--- config.mk ---
export PLATFORM = sky130hd
export DESIGN_NAME = vtzd_div_cell
export DESIGN_NICKNAME = d
export VERILOG_FILES = /design/src/design/vtzd_pkg.sv /design/src/design/vtzd_div_cell.sv
export SDC_FILE = /design/constraint.sdc
export NUM_CORES = 1
export LEC_CHECK = 0
export BUFFER_PORTS_ARGS = -buffer_cell sky130_fd_sc_hd__buf_2
export CORE_AREA = 10 10 352 354
export DETAILED_ROUTE_END_ITERATION = 10
export DIE_AREA = 0 0 362 364
export GPL_TIMING_DRIVEN = 0
export PLACE_DENSITY_LB_ADDON = 0.2
export SKIP_LAST_GASP = 1
export SYNTH_ARGS = -nofsm -noshare
export SYNTH_HDL_FRONTEND = slang
export SYNTH_SLANG_ARGS = --single-unit
--- constraint.sdc ---
create_clock -name clk -period 1 [get_ports clk]
set_input_delay 0.15 -clock clk [delete_from_list [all_inputs] [get_ports clk]]
set_output_delay 0.15 -clock clk [all_outputs]
set_load 0.005 [all_outputs]
--- src/design/vtzd_pkg.sv ---
// Shared types and constants for the vertex transform with z divide.
// Used by the transform front end, the divider cells and the top level.
`timescale 1ns / 1ps

package vtzd_pkg;

    localparam int FRAC_BITS_DEF = 16;
    localparam int NUM_COEF      = 12;
    localparam int DIV_STEPS     = 32;

    localparam logic CMD_VERTEX = 1'b0;
    localparam logic CMD_LOAD   = 1'b1;

    localparam logic signed [31:0] S32_MAX = 32'sh7FFF_FFFF;
    localparam logic signed [31:0] S32_MIN = 32'sh8000_0000;

    // One output component on its way through the divider chain
    typedef struct packed {
        logic [31:0] rem;     // partial remainder, below the divisor unless the lane is fixed
        logic [31:0] low;     // dividend bits not yet shifted in
        logic [31:0] quo;     // quotient bits collected so far
        logic        neg;     // quotient sign
        logic        fixed;   // result already known, divider output ignored
        logic        sat;     // fixed result is a saturation
        logic [31:0] fixval;
    } lane_t;

    typedef struct packed {
        lane_t [2:0] ln;
        logic [31:0] dm;      // divisor magnitude
        logic [31:0] w;
        logic        zdiv;
    } item_t;

endpackage

--- src/design/vtzd_div_cell.sv ---
// One restoring divide step for all three components, registered.
// Depends on vtzd_pkg.
`timescale 1ns / 1ps

module vtzd_div_cell import vtzd_pkg::*; (
    input  logic  clk,
    input  logic  rst_n,
    input  logic  en,
    input  logic  in_vld,
    input  item_t in_item,
    output logic  out_vld,
    output item_t out_item
);

    logic  vld_reg;
    item_t item_reg;
    item_t item_next;

    always_comb
    begin
        logic [32:0] t;
        item_next = in_item;
        for (int c = 0; c < 3; c++)
        begin
            t = {in_item.ln[c].rem, in_item.ln[c].low[31]};
            item_next.ln[c].low = {in_item.ln[c].low[30:0], 1'b0};
            if (t >= {1'b0, in_item.dm})
            begin
                item_next.ln[c].rem = 32'(t - {1'b0, in_item.dm});
                item_next.ln[c].quo = {in_item.ln[c].quo[30:0], 1'b1};
            end
            else
            begin
                item_next.ln[c].rem = t[31:0];
                item_next.ln[c].quo = {in_item.ln[c].quo[30:0], 1'b0};
            end
        end
    end

    always_ff @(posedge clk or negedge rst_n)
    begin
        if (!rst_n)
        begin
            vld_reg <= 1'b0;
        end
        else if (en)
        begin
            vld_reg <= in_vld;
        end
    end

    always_ff @(posedge clk)
    begin
        if (en)
        begin
            item_reg <= item_next;
        end
    end

    assign out_vld  = vld_reg;
    assign out_item = item_reg;

endmodule

# [After elaboration in Yosys (flattened, before gate mapping)]
# Index checks and enable logic that the tools add are counted.
[totals] ff_bits=456 out_inout_bits=459 wordCells=37 in_bits=462
[op_classes] n_mux=6 add_sub_neg=3 n_lt_le_gt_ge=3
[ops] cell="$ge A33 B32 Y1" n=3
[ops] cell="$mux W32" n=3
[ops] cell="$sub A32 B32 Y32" n=3
[ops] cell="$mux W1" n=3

# [Depth between registers and ports, before layout]
# Gate-level depths: netlist of run 1.
[depth] word_depth=2 depth_mapped=15 depth_no_buf=12

# [Least setup slack after synthesis of run 1]
# OpenSTA, ideal clock, no wires.
[synth_path] path_kind="input to register" start="input in_item[34] in the netlist's numbering" end="register item_reg, in the netlist out_item[435], data pin" path_stages=14 path_slack_ns=-1.883 required_time_ns=0.740 t_arrival_ns=2.622 path_buffers=2 setup_time_ns=0.260 cell_sequence="inv_1 -> ha_1 -> nor2b_4 -> o21ai_2 -> a21boi_2 -> or3_4 -> a311oi_2 -> nor3_2 -> o2111ai_4 -> and2_4 -> buf_12 -> inv_8 -> buf_12 -> mux2_4"
[synth_rtl] element="start: declaration" line_no="vtzd_div_cell.sv:10" text="input item_t in_item,"
[synth_rtl] element="end signal: assignment" line_no="vtzd_div_cell.sv:56" text="item_reg <= item_next;"
[synth_rtl] element="end: declaration" line_no="vtzd_div_cell.sv:16" text="item_t item_reg;"

==> flow_summary.json, run 1 <==
{
  "peakVddDrop_v": 0.00130,
  "grt_pass1_wl_um": 169000,
  "antenna_found_initial": 80,
  "wirelength_um": 129000,
  "gr-usage-met3_pct": 7.65,
  "busiest_layer": "met2",
  "status": "finished with violations",
  "io_pins": 921,
  "combPwrFrac_pct": 25.8,
  "power_switching_mw": 17.8,
  "cp.arrival_ns": 2.85,
  "clk_latency_ns": 0.64,
  "final_cell_mix": "buf_2, dlygate4sd3_1, edfxtp_1, buf_6, buf_4",
  "syn2layout_area_growth_pct": 89.4,
  "synth_area_mm2": 0.0204,
  "synthTopCellsByArea": "edfxtp_1, ha_1, o21ai_0",
  "firstDrtPassIters": 5,
  "synth_edf_count": 455,
  "die_w_um": 362,
  "die_area_mm2": 0.132,
  "switching_share_pct": 28.7,
  "postRouteAntennaNets": 0,
  "synth_top_area_cell": "edfxtp_1",
  "finalInstanceArea_mm2": 0.0386,
  "p_seq_share_pct": 38.5,
  "fillers": 11900,
  "grt-ovfl-total": 0,
  "fmax_ghz": 0.408,
  "relSlewSlack_pct": 52.1,
  "drive_gt1_share_pct": 50.3,
  "layout_setup_ws_ns": -1.45,
  "path_clk_slew_ns": 0.06,
  "placement.io_buffers": 914,
  "final_common_cell": "buf_2",
  "grtUsageMet1_pct": 19.0,
  "critPathLaunchType": "primary input",
  "drv_cap": 0,
  "wl_per_cell_um": 28.1,
  "violations": "negative hold slack, negative setup slack",
  "end_kind": "flop",
  "drc": 0,
  "numCtsBuffers": 59,
  "ff_latch_area_mm2": 0.0137,
  "place_area_mm2": 0.0275,
  "multi_input_area_mm2": 0.00826,
  "finalWeightedCongestion": 0.878,
  "netlist.area_leader.share_pct": 67.1,
  "clockBufferDepth": 3,
  "whs_ns": -0.248,
  "htree_levels": 2,
  "p_per_area_mw_per_mm2": 1610,
  "post-place-ws_ns": -3.17,
  "layout.nets": 3564,
  "cp.required_ns": 1.40,
  "hold_class": "primary input to flop",
  "fin_crit_sh_pct": 245,
  "dr.first_iter.drc_count": 1129,
  "ys_warn_count": 0,
  "fin_worst_skew_ns": 0,
  "grt_max_degree": 113,
  "core_area_mm2": 0.117,
  "met2_usage_pct": 34.8,
  "via_per_inst": 4.13,
  "cts_sinks": 456,
  "post-dp-hpwl_um": 103000,
  "setup_viol": 555,
  "fin_crit_ns": 2.45,
  "syn_inst": 1423,
  "cts_root_buf": "clkbuf_16",
  "die_h_um": 364,
  "seq_area_frac_synth_pct": 67.2,
  "p_leak_nw": 15.9,
  "ys_ff_latch": 456,
  "slew_violations": 0,
  "grt_setup_unrepaired": "true",
  "grt.total_usage_pct": 18.5,
  "avgSynthCellArea_um2": 14.3,
  "start_util_pct": 17.4,
  "grt_pass1_vias": 19700,
  "crit_path_max_fanout": 6,
  "crit_type": "primary input to flop",
  "tritoncts": "done",
  "ys_types": 78,
  "async_flop_share_pct": 0.219,
  "vias": 19000,
  "power.internal_mw": 44.2,
  "power_frac_clock_pct": 35.7,
  "synth_ff_type": "edfxtp_1",
  "worst_slew_pin_slew_ns": 0.719,
  "hold_viol": 61,
  "rows": 126
}
==> per-layer routing <==
metal  vias to the layer above  wire length [um]
met1                      9415             45000
met4                        64              3340
met3                       194             13000
met2                       699             67800
met5                         -               382
li1                       8638                 -
==> worst paths after layout <==
check / start / end / depth (start not counted) / slack [ns]
worst min register to register: out_vld / out_vld / 1 / 0.51
worst min-delay path: in_item[33] / out_item[33] / 1 / -0.25
min in group asynchronous: rst_n / out_vld / 3 / 0.35
worst max register to register: out_vld / out_vld / 1 / 0.26
max in group asynchronous: rst_n / out_vld / 3 / 0.55
worst max-delay path: in_item[34] / out_item[448] / 16 / -1.45
==> Yosys cell counts, types with 7 or more instances <==
cell,number
mux2_4,17
nand2_1,91
a21oi_1,81
xnor2_1,52
edfxtp_1,455
clkbuf_1,37
nor2_1,50
o21a_1,11
a31oi_1,12
nand2b_1,10
mux2_2,23
a21o_1,56
and2_1,8
ha_1,96
xor2_1,21
o31ai_1,12
inv_1,68
o21ai_0,91
a21boi_0,7
nand4_1,21
nor3_1,17
nor2b_1,15
and3_1,8
nand3_1,30
o21bai_1,12
==> sequential cells by signal, indices dropped and copies added (netlist names) <==
signal	count
out_item	455
out_vld	1
==> kinds of logic after synthesis <==
kind of cell	after synthesis	synth area share, %
other cells	1	0.0184
flops	456	67.2
fa+ha+maj	99	6.19
simple gates	285	6.97
buf+inv	119	2.59
xor+xnor	73	3.14
compound gates	340	10.8
mux	50	3.05
==> worst max-delay path, cell delays in order <==
cell and delay [ns]:
buf_12 0.11, inv_12 0.03, ha_4 0.23, nor2b_4 0.12
o21ai_2 0.15, a21boi_2 0.10, or3_4 0.35, a311oi_4 0.22
buf_6 0.18, nor3_4 0.06, o2111ai_4 0.28, and2_4 0.21
buf_12 0.13, inv_16 0.06, buf_12 0.14, mux2_4 0.29
==> power by group through the flow <==
stage | registers [mW] | logic (mW) | clock network (mW)
floorplan | 24.4 | 4.40 | 0
global placement | 24.4 | 11.0 | 0
detailed placement | 24.1 | 11.0 | 0
CTS | 23.9 | 15.5 | 23.0
global route | 24.0 | 17.0 | 23.7
finish | 23.9 | 16.0 | 22.1
==> what timing repair did <==
action / 4_1_cts / 5_1_grt
hold buffers: 452 / 3
gates cloned: 9 / 2
gates resized for setup: 571 / 184
buffers inserted: 112 / 56
pin swaps: 98 / 81
setup endpoints to repair: 634 / 634
endpoints found under the hold margin: 513 / 64
==> through the flow <==
stage	std cells	power, mW	hold slack, ns	TNS (ns)	utilization (%)
after global placement	3875	35.4	-0.0739	-3953.91	23.4
final	4606	61.9	-0.248	-274.19	32.9
after detailed placement	3879	35.1	-0.0739	-532.05	23.5
after floorplan	1425	28.8	-0.146	-145.34	-
after global routing	4593	64.8	-0.287	-310.47	32.9
after CTS	4542	62.4	-0.274	-328.99	31.9
==> layout make-up <==
class | count | share of cell area, %
clock buffers | 69 | 3.98
flip-flops and latches | 456 | 35.5
repair buffers | 1542 | 31.0
plain buffers | 23 | 0.782
diodes | 20 | 0.130
clock inverters | 39 | 1.10
multi-input cells | 851 | 21.4
well taps | 1536 | 4.98
inverters | 70 | 1.11
Power figures use the tool's default switching activity.
==> inputs of run 2 (changes only) <==
==> constraint.sdc (replaced) <==
create_clock -name clk -period 2.7 [get_ports clk]
set_input_delay 0.405 -clock clk [delete_from_list [all_inputs] [get_ports clk]]
set_output_delay 0.405 -clock clk [all_outputs]
set_load 0.005 [all_outputs]
==> run 2 against run 1 <==
Compared with the run above:
- critical path depth fell by 2
- register-to-register slack improved by 1.7 ns
- the flow now finishes without violations
- largest cell class unchanged
- die area did not move
- critical path type unchanged
- setup slack improved by 1.5 ns
==> flow_summary.json, run 2 (same netlist as run 1, synthesis figures left out) <==
{
  "utilization_pct": 30.2,
  "worst_slew_pin_slew_ns": 0.861,
  "path_clk_slew_ns": 0.06,
  "rows": 126,
  "status": "complete, no violations",
  "p_leak_nw": 14.6,
  "cts_root_buf": "clkbuf_16",
  "crit_path_max_fanout": 4,
  "grt.total_usage_pct": 17.5,
  "critPathLaunchType": "primary input",
  "cp.arrival_ns": 3.09,
  "place_area_mm2": 0.0273,
  "critPathBufInv": 4,
  "drv_cap": 0,
  "numCtsBuffers": 59,
  "grt_pass1_wl_um": 160000,
  "cts_sinks": 456,
  "dr.first_iter.drc_count": 1049,
  "end_kind": "flop",
  "peakVddDrop_v": 0.000503,
  "core_area_mm2": 0.117,
  "p_per_area_mw_per_mm2": 610,
  "die_area_mm2": 0.132,
  "largest_register_ffs": 455,
  "final_common_cell": "buf_2",
  "grt_max_degree": 108,
  "start_util_pct": 17.4,
  "htree_levels": 2,
  "wl_per_cell_um": 27.4,
  "fillers": 12200,
  "syn2layout_area_growth_pct": 73.5,
  "max_stage_delay_ns": 0.54,
  "drive_gt1_share_pct": 48.3,
  "clk_latency_ns": 0.63,
  "die_w_um": 362,
  "antenna_found_initial": 73,
  "clockBufferDepth": 3,
  "crit_type": "primary input to flop",
  "via_per_inst": 4.04,
  "firstDrtPassIters": 5,
  "setup_viol": 0,
  "fin_crit_sh_pct": 100,
  "layout.nets": 3432,
  "timing.critical_path.max_delay_family": "compound AO/OA/AOI/OAI gates",
  "post-dp-hpwl_um": 99200,
  "hold_class": "primary input to flop",
  "vias": 18100,
  "die_h_um": 364,
  "drc": 0,
  "fin_worst_skew_ns": 0,
  "fin_crit_ns": 2.70,
  "finalInstanceArea_mm2": 0.0353,
  "postRouteAntennaNets": 0,
  "finalWeightedCongestion": 0.876,
  "placement.io_buffers": 914,
  "tritoncts": "done",
  "wirelength_um": 122000,
  "relSlewSlack_pct": 42.6,
  "grt_pass1_vias": 18200,
  "grt_setup_unrepaired": "true",
  "final_cell_mix": "buf_2, edfxtp_1, dlygate4sd3_1, buf_4, nand2_1",
  "io_pins": 921,
  "fmax_ghz": 0.370,
  "grt-ovfl-total": 0,
  "slew_violations": 0,
  "cp_slowest_cell": "or4_4",
  "multi_input_area_mm2": 0.00746,
  "hold_viol": 0,
  "ff_latch_area_mm2": 0.0137,
  "path_cells": "buf_8, clkinvlp_4, buf_12, buf_6, ha_4, nor2b_4, o21ai_2, a21boi_2, o31a_1, o221ai_2, a211oi_2, or4_4, xor2_1, mux2_4",
  "cp.required_ns": 3.09,
  "timing.setup.tns_ns": 0
}
run 2: routing by layer:
| layer | part of all wire, % | up-vias | wire (um) | track usage (%) |
|---|---|---|---|---|
| met4 | 2.6 | 50 | 3130 | 3.80 |
| li1 | - | 8370 | - | - |
| met5 | 0.27 | - | 326 | 0 |
| met1 | 36 | 8824 | 44600 | 18.6 |
| met3 | 9.6 | 190 | 11800 | 7.65 |
| met2 | 51 | 655 | 62600 | 31.9 |
run 2: power breakdown:
part,switching (mW),internal (mW),total [mW]
Combinational,2.63,2.37,5.00
Clock,3.36,4.39,7.75
Sequential,0.170,8.62,8.79
Total,6.16,15.4,21.5
run 2: path summary, 6_finish.rpt:
check / start / endpoint / slack, ns / cells after the start
max: in_item[35] / out_item[186] / 0.0006 / 14
min reg2reg: out_vld / out_vld / 0.50 / 1
min: in_item[307] / out_item[308] / 0.07 / 3
max reg2reg: out_vld / out_vld / 1.97 / 1
max in group asynchronous: rst_n / out_vld / 2.50 / 2
min in group asynchronous: rst_n / out_vld / 0.12 / 2
run 2: timing repair:
action / in CTS / in global routing
setup endpoints to repair: 98 / 91
hold endpoints to repair: 356 / 1
cloned: 2 / 3
gates resized for setup: 182 / 121
buffers inserted: 81 / 45
pin swaps: 46 / 47
hold buffers: 356 / 1
run 2: final cells by class:
cell class | instances | area share, %
Buffer | 29 | 0.800
Multi-Input combinational cell | 850 | 21.1
Sequential cell | 456 | 38.7
Clock inverter | 39 | 0.956
Inverter | 70 | 1.22
Clock buffer | 71 | 4.31
Antenna cell | 19 | 0.135
Tap cell | 1536 | 5.44
Timing Repair Buffer | 1405 | 27.3
run 2: stage by stage:
stage / hold slack [ns] / setup slack, ns / cells / power, mW
finish: 0.0668 / 0.000593 / 4475 / 21.5
global route: 0.0267 / -0.0568 / 4466 / 22.6
CTS: 0.00729 / 0.00315 / 4412 / 21.8
detailed placement: 0.180 / -1.54 / 3879 / 12.9
global placement: 0.180 / -7.28 / 3875 / 13.0
floorplan: 0.109 / -0.306 / 1425 / 10.6
==> inputs of run 3 (changes only) <==
--- a/config.mk
+++ b/config.mk
@@ -11,6 +11,7 @@
 export DIE_AREA = 0 0 362 364
 export GPL_TIMING_DRIVEN = 0
 export PLACE_DENSITY_LB_ADDON = 0.2
+export SETUP_SLACK_MARGIN = 0.3
 export SKIP_LAST_GASP = 1
 export SYNTH_ARGS = -nofsm -noshare
 export SYNTH_HDL_FRONTEND = slang
==> run 3 against run 2 <==
Compared with the run above:
- the run now ends with negative setup slack left
- sequential share of layout area fell by 0.84 points
- total power grew 6.0%
- critical endpoint is now out_item[450]
- core utilization increased by 0.67 points
==> flow_summary.json, run 3 (same netlist as run 1, synthesis figures left out) <==
{
  "die_h_um": 364,
  "grt_setup_unrepaired": "true",
  "rr_worst_depth": 1,
  "cp_common_cell": "buf_12",
  "fillers": 12100,
  "critPathLaunchType": "primary input",
  "crit_start": "in_item[49]",
  "cts_root_buf": "clkbuf_16",
  "cp.depth": 17,
  "firstDrtPassIters": 5,
  "place_area_mm2": 0.0275,
  "utilization_pct": 30.8,
  "crit_end": "out_item[450]",
  "r2r_start": "out_vld",
  "post-dp-hpwl_um": 103000,
  "tritoncts": "done",
  "p_leak_nw": 15.1,
  "final_cells": 4486,
  "whs_ns": 0.0480,
  "fin_worst_skew_ns": 0,
  "crit_type": "primary input to flop",
  "placed_cells": 3879,
  "grt_pass1_vias": 18700,
  "finalWeightedCongestion": 0.877,
  "via_per_inst": 4.09,
  "cp.arrival_ns": 3.18,
  "antenna_found_initial": 85,
  "setup_viol": 23,
  "syn2layout_area_growth_pct": 77.4,
  "peakVddDrop_v": 0.000429,
  "grt.total_usage_pct": 18.1,
  "drc": 0,
  "p_total_mw": 22.8,
  "grt_max_degree": 113,
  "hold_viol": 0,
  "die_w_um": 362,
  "postRouteAntennaNets": 0,
  "grt-ovfl-total": 0,
  "hold_class": "primary input to flop",
  "final_cell_mix": "buf_2, edfxtp_1, dlygate4sd3_1, buf_4, clkbuf_16",
  "layout.nets": 3441,
  "post-place-ws_ns": -1.76,
  "final_common_cell": "buf_2",
  "die_area_mm2": 0.132,
  "r2r_slack_ns": 1.96,
  "start_util_pct": 17.4,
  "path_clk_slew_ns": 0.05,
  "dr.first_iter.drc_count": 1100,
  "worstReg2RegEnd": "out_vld",
  "crit_path_max_fanout": 5,
  "relSlewSlack_pct": 48.6,
  "wl_per_cell_um": 28.2,
  "largest_register_ffs": 455,
  "placement.io_buffers": 914,
  "clockBufferDepth": 3,
  "slew_violations": 0,
  "status": "finished with violations",
  "grt_pass1_wl_um": 164000,
  "core_area_mm2": 0.117,
  "numCtsBuffers": 60,
  "clk_latency_ns": 0.65,
  "layout_setup_ws_ns": -0.0738,
  "wirelength_um": 127000,
  "vias": 18300,
  "fin_crit_sh_pct": 103,
  "htree_levels": 2,
  "timing.critical_path.max_delay_family": "compound AO/OA/AOI/OAI gates",
  "p_per_area_mw_per_mm2": 632,
  "critPathBufInv": 7,
  "rows": 126,
  "worst_slew_pin_slew_ns": 0.762,
  "end_kind": "flop",
  "drive_gt1_share_pct": 50.3,
  "drv_cap": 0,
  "finalInstanceArea_mm2": 0.0361,
  "timing.setup.tns_ns": -1.01,
  "fmax_ghz": 0.361,
  "cts_sinks": 456,
  "path_cells": "buf_8, clkinvlp_4, ha_4, clkbuf_16, a21oi_4, o21ai_2, a21oi_2, nand2b_4, a311oi_4, buf_6, nor3_4, o2111ai_4, and2_4, buf_12, inv_16, buf_12, mux2_4",
  "io_pins": 921,
  "max_stage_delay_ns": 0.30,
  "cp_slowest_cell": "mux2_4",
  "violations": "negative setup slack",
  "fin_crit_ns": 2.77,
  "cp.required_ns": 3.10
}
## run 3: cell types whose count changed in the layout (fill, tap and decap cells not counted), sizes merged
cell,previous run,this run
clkinvlp,28,21
clkbuf,88,102
diode,19,21
o21ai,96,97
bufinv,4,11
buf,1060,1046
inv,44,58
dlygate4sd3,357,358
clkinv,33,26
## run 3: worst min-delay path by stage
stage                start  slack [ns]      endpoint  cells past startpoint
6_report       in_item[55]        0.05  out_item[55]                      1
5_1_grt        in_item[55]        0.02  out_item[55]                      1
4_1_cts        in_item[55]      0.0008  out_item[55]                      1
3_5_place_dp         rst_n        0.18       out_vld                      1
3_3_place_gp         rst_n        0.18       out_vld                      1
2_1_floorplan        rst_n        0.11       out_vld                      0
## run 3: timing repair
item | CTS | global route
cloned | 7 | 1
hold buffers | 357 | 1
gates resized for setup | 308 | 113
pin swaps | 90 | 34
endpoints found under the setup margin | 99 | 98
endpoints found under the hold margin | 356 | 1
setup buffers | 87 | 22
## run 3: power by group
group | total, mW | internal, mW | switching [mW]
Clock | 8.66 | 5.15 | 3.51
Sequential | 8.79 | 8.62 | 0.167
Combinational | 5.38 | 2.56 | 2.83
## run 3: area by class of cell
class	count	area (um2)	share of cell area, %
repair buffers	1392	9550	26.4
clock inverters	46	581	1.61
flip-flops and latches	456	13700	37.9
multi-input cells	851	7850	21.7
inverters	70	410	1.14
plain buffers	49	553	1.53
clock buffers	65	1520	4.21
diodes	21	52.6	0.145
well taps	1536	1920	5.32
## run 3: per-layer routing
layer  part of all wire (%)  vias to the layer above  GRT usage [%]
li1                       -                     8382              -
met4                    2.8                       62           4.45
met5                   0.30                        -              0
met1                     35                     8967           18.7
met3                    9.6                      207           7.18
met2                     52                      716           34.0
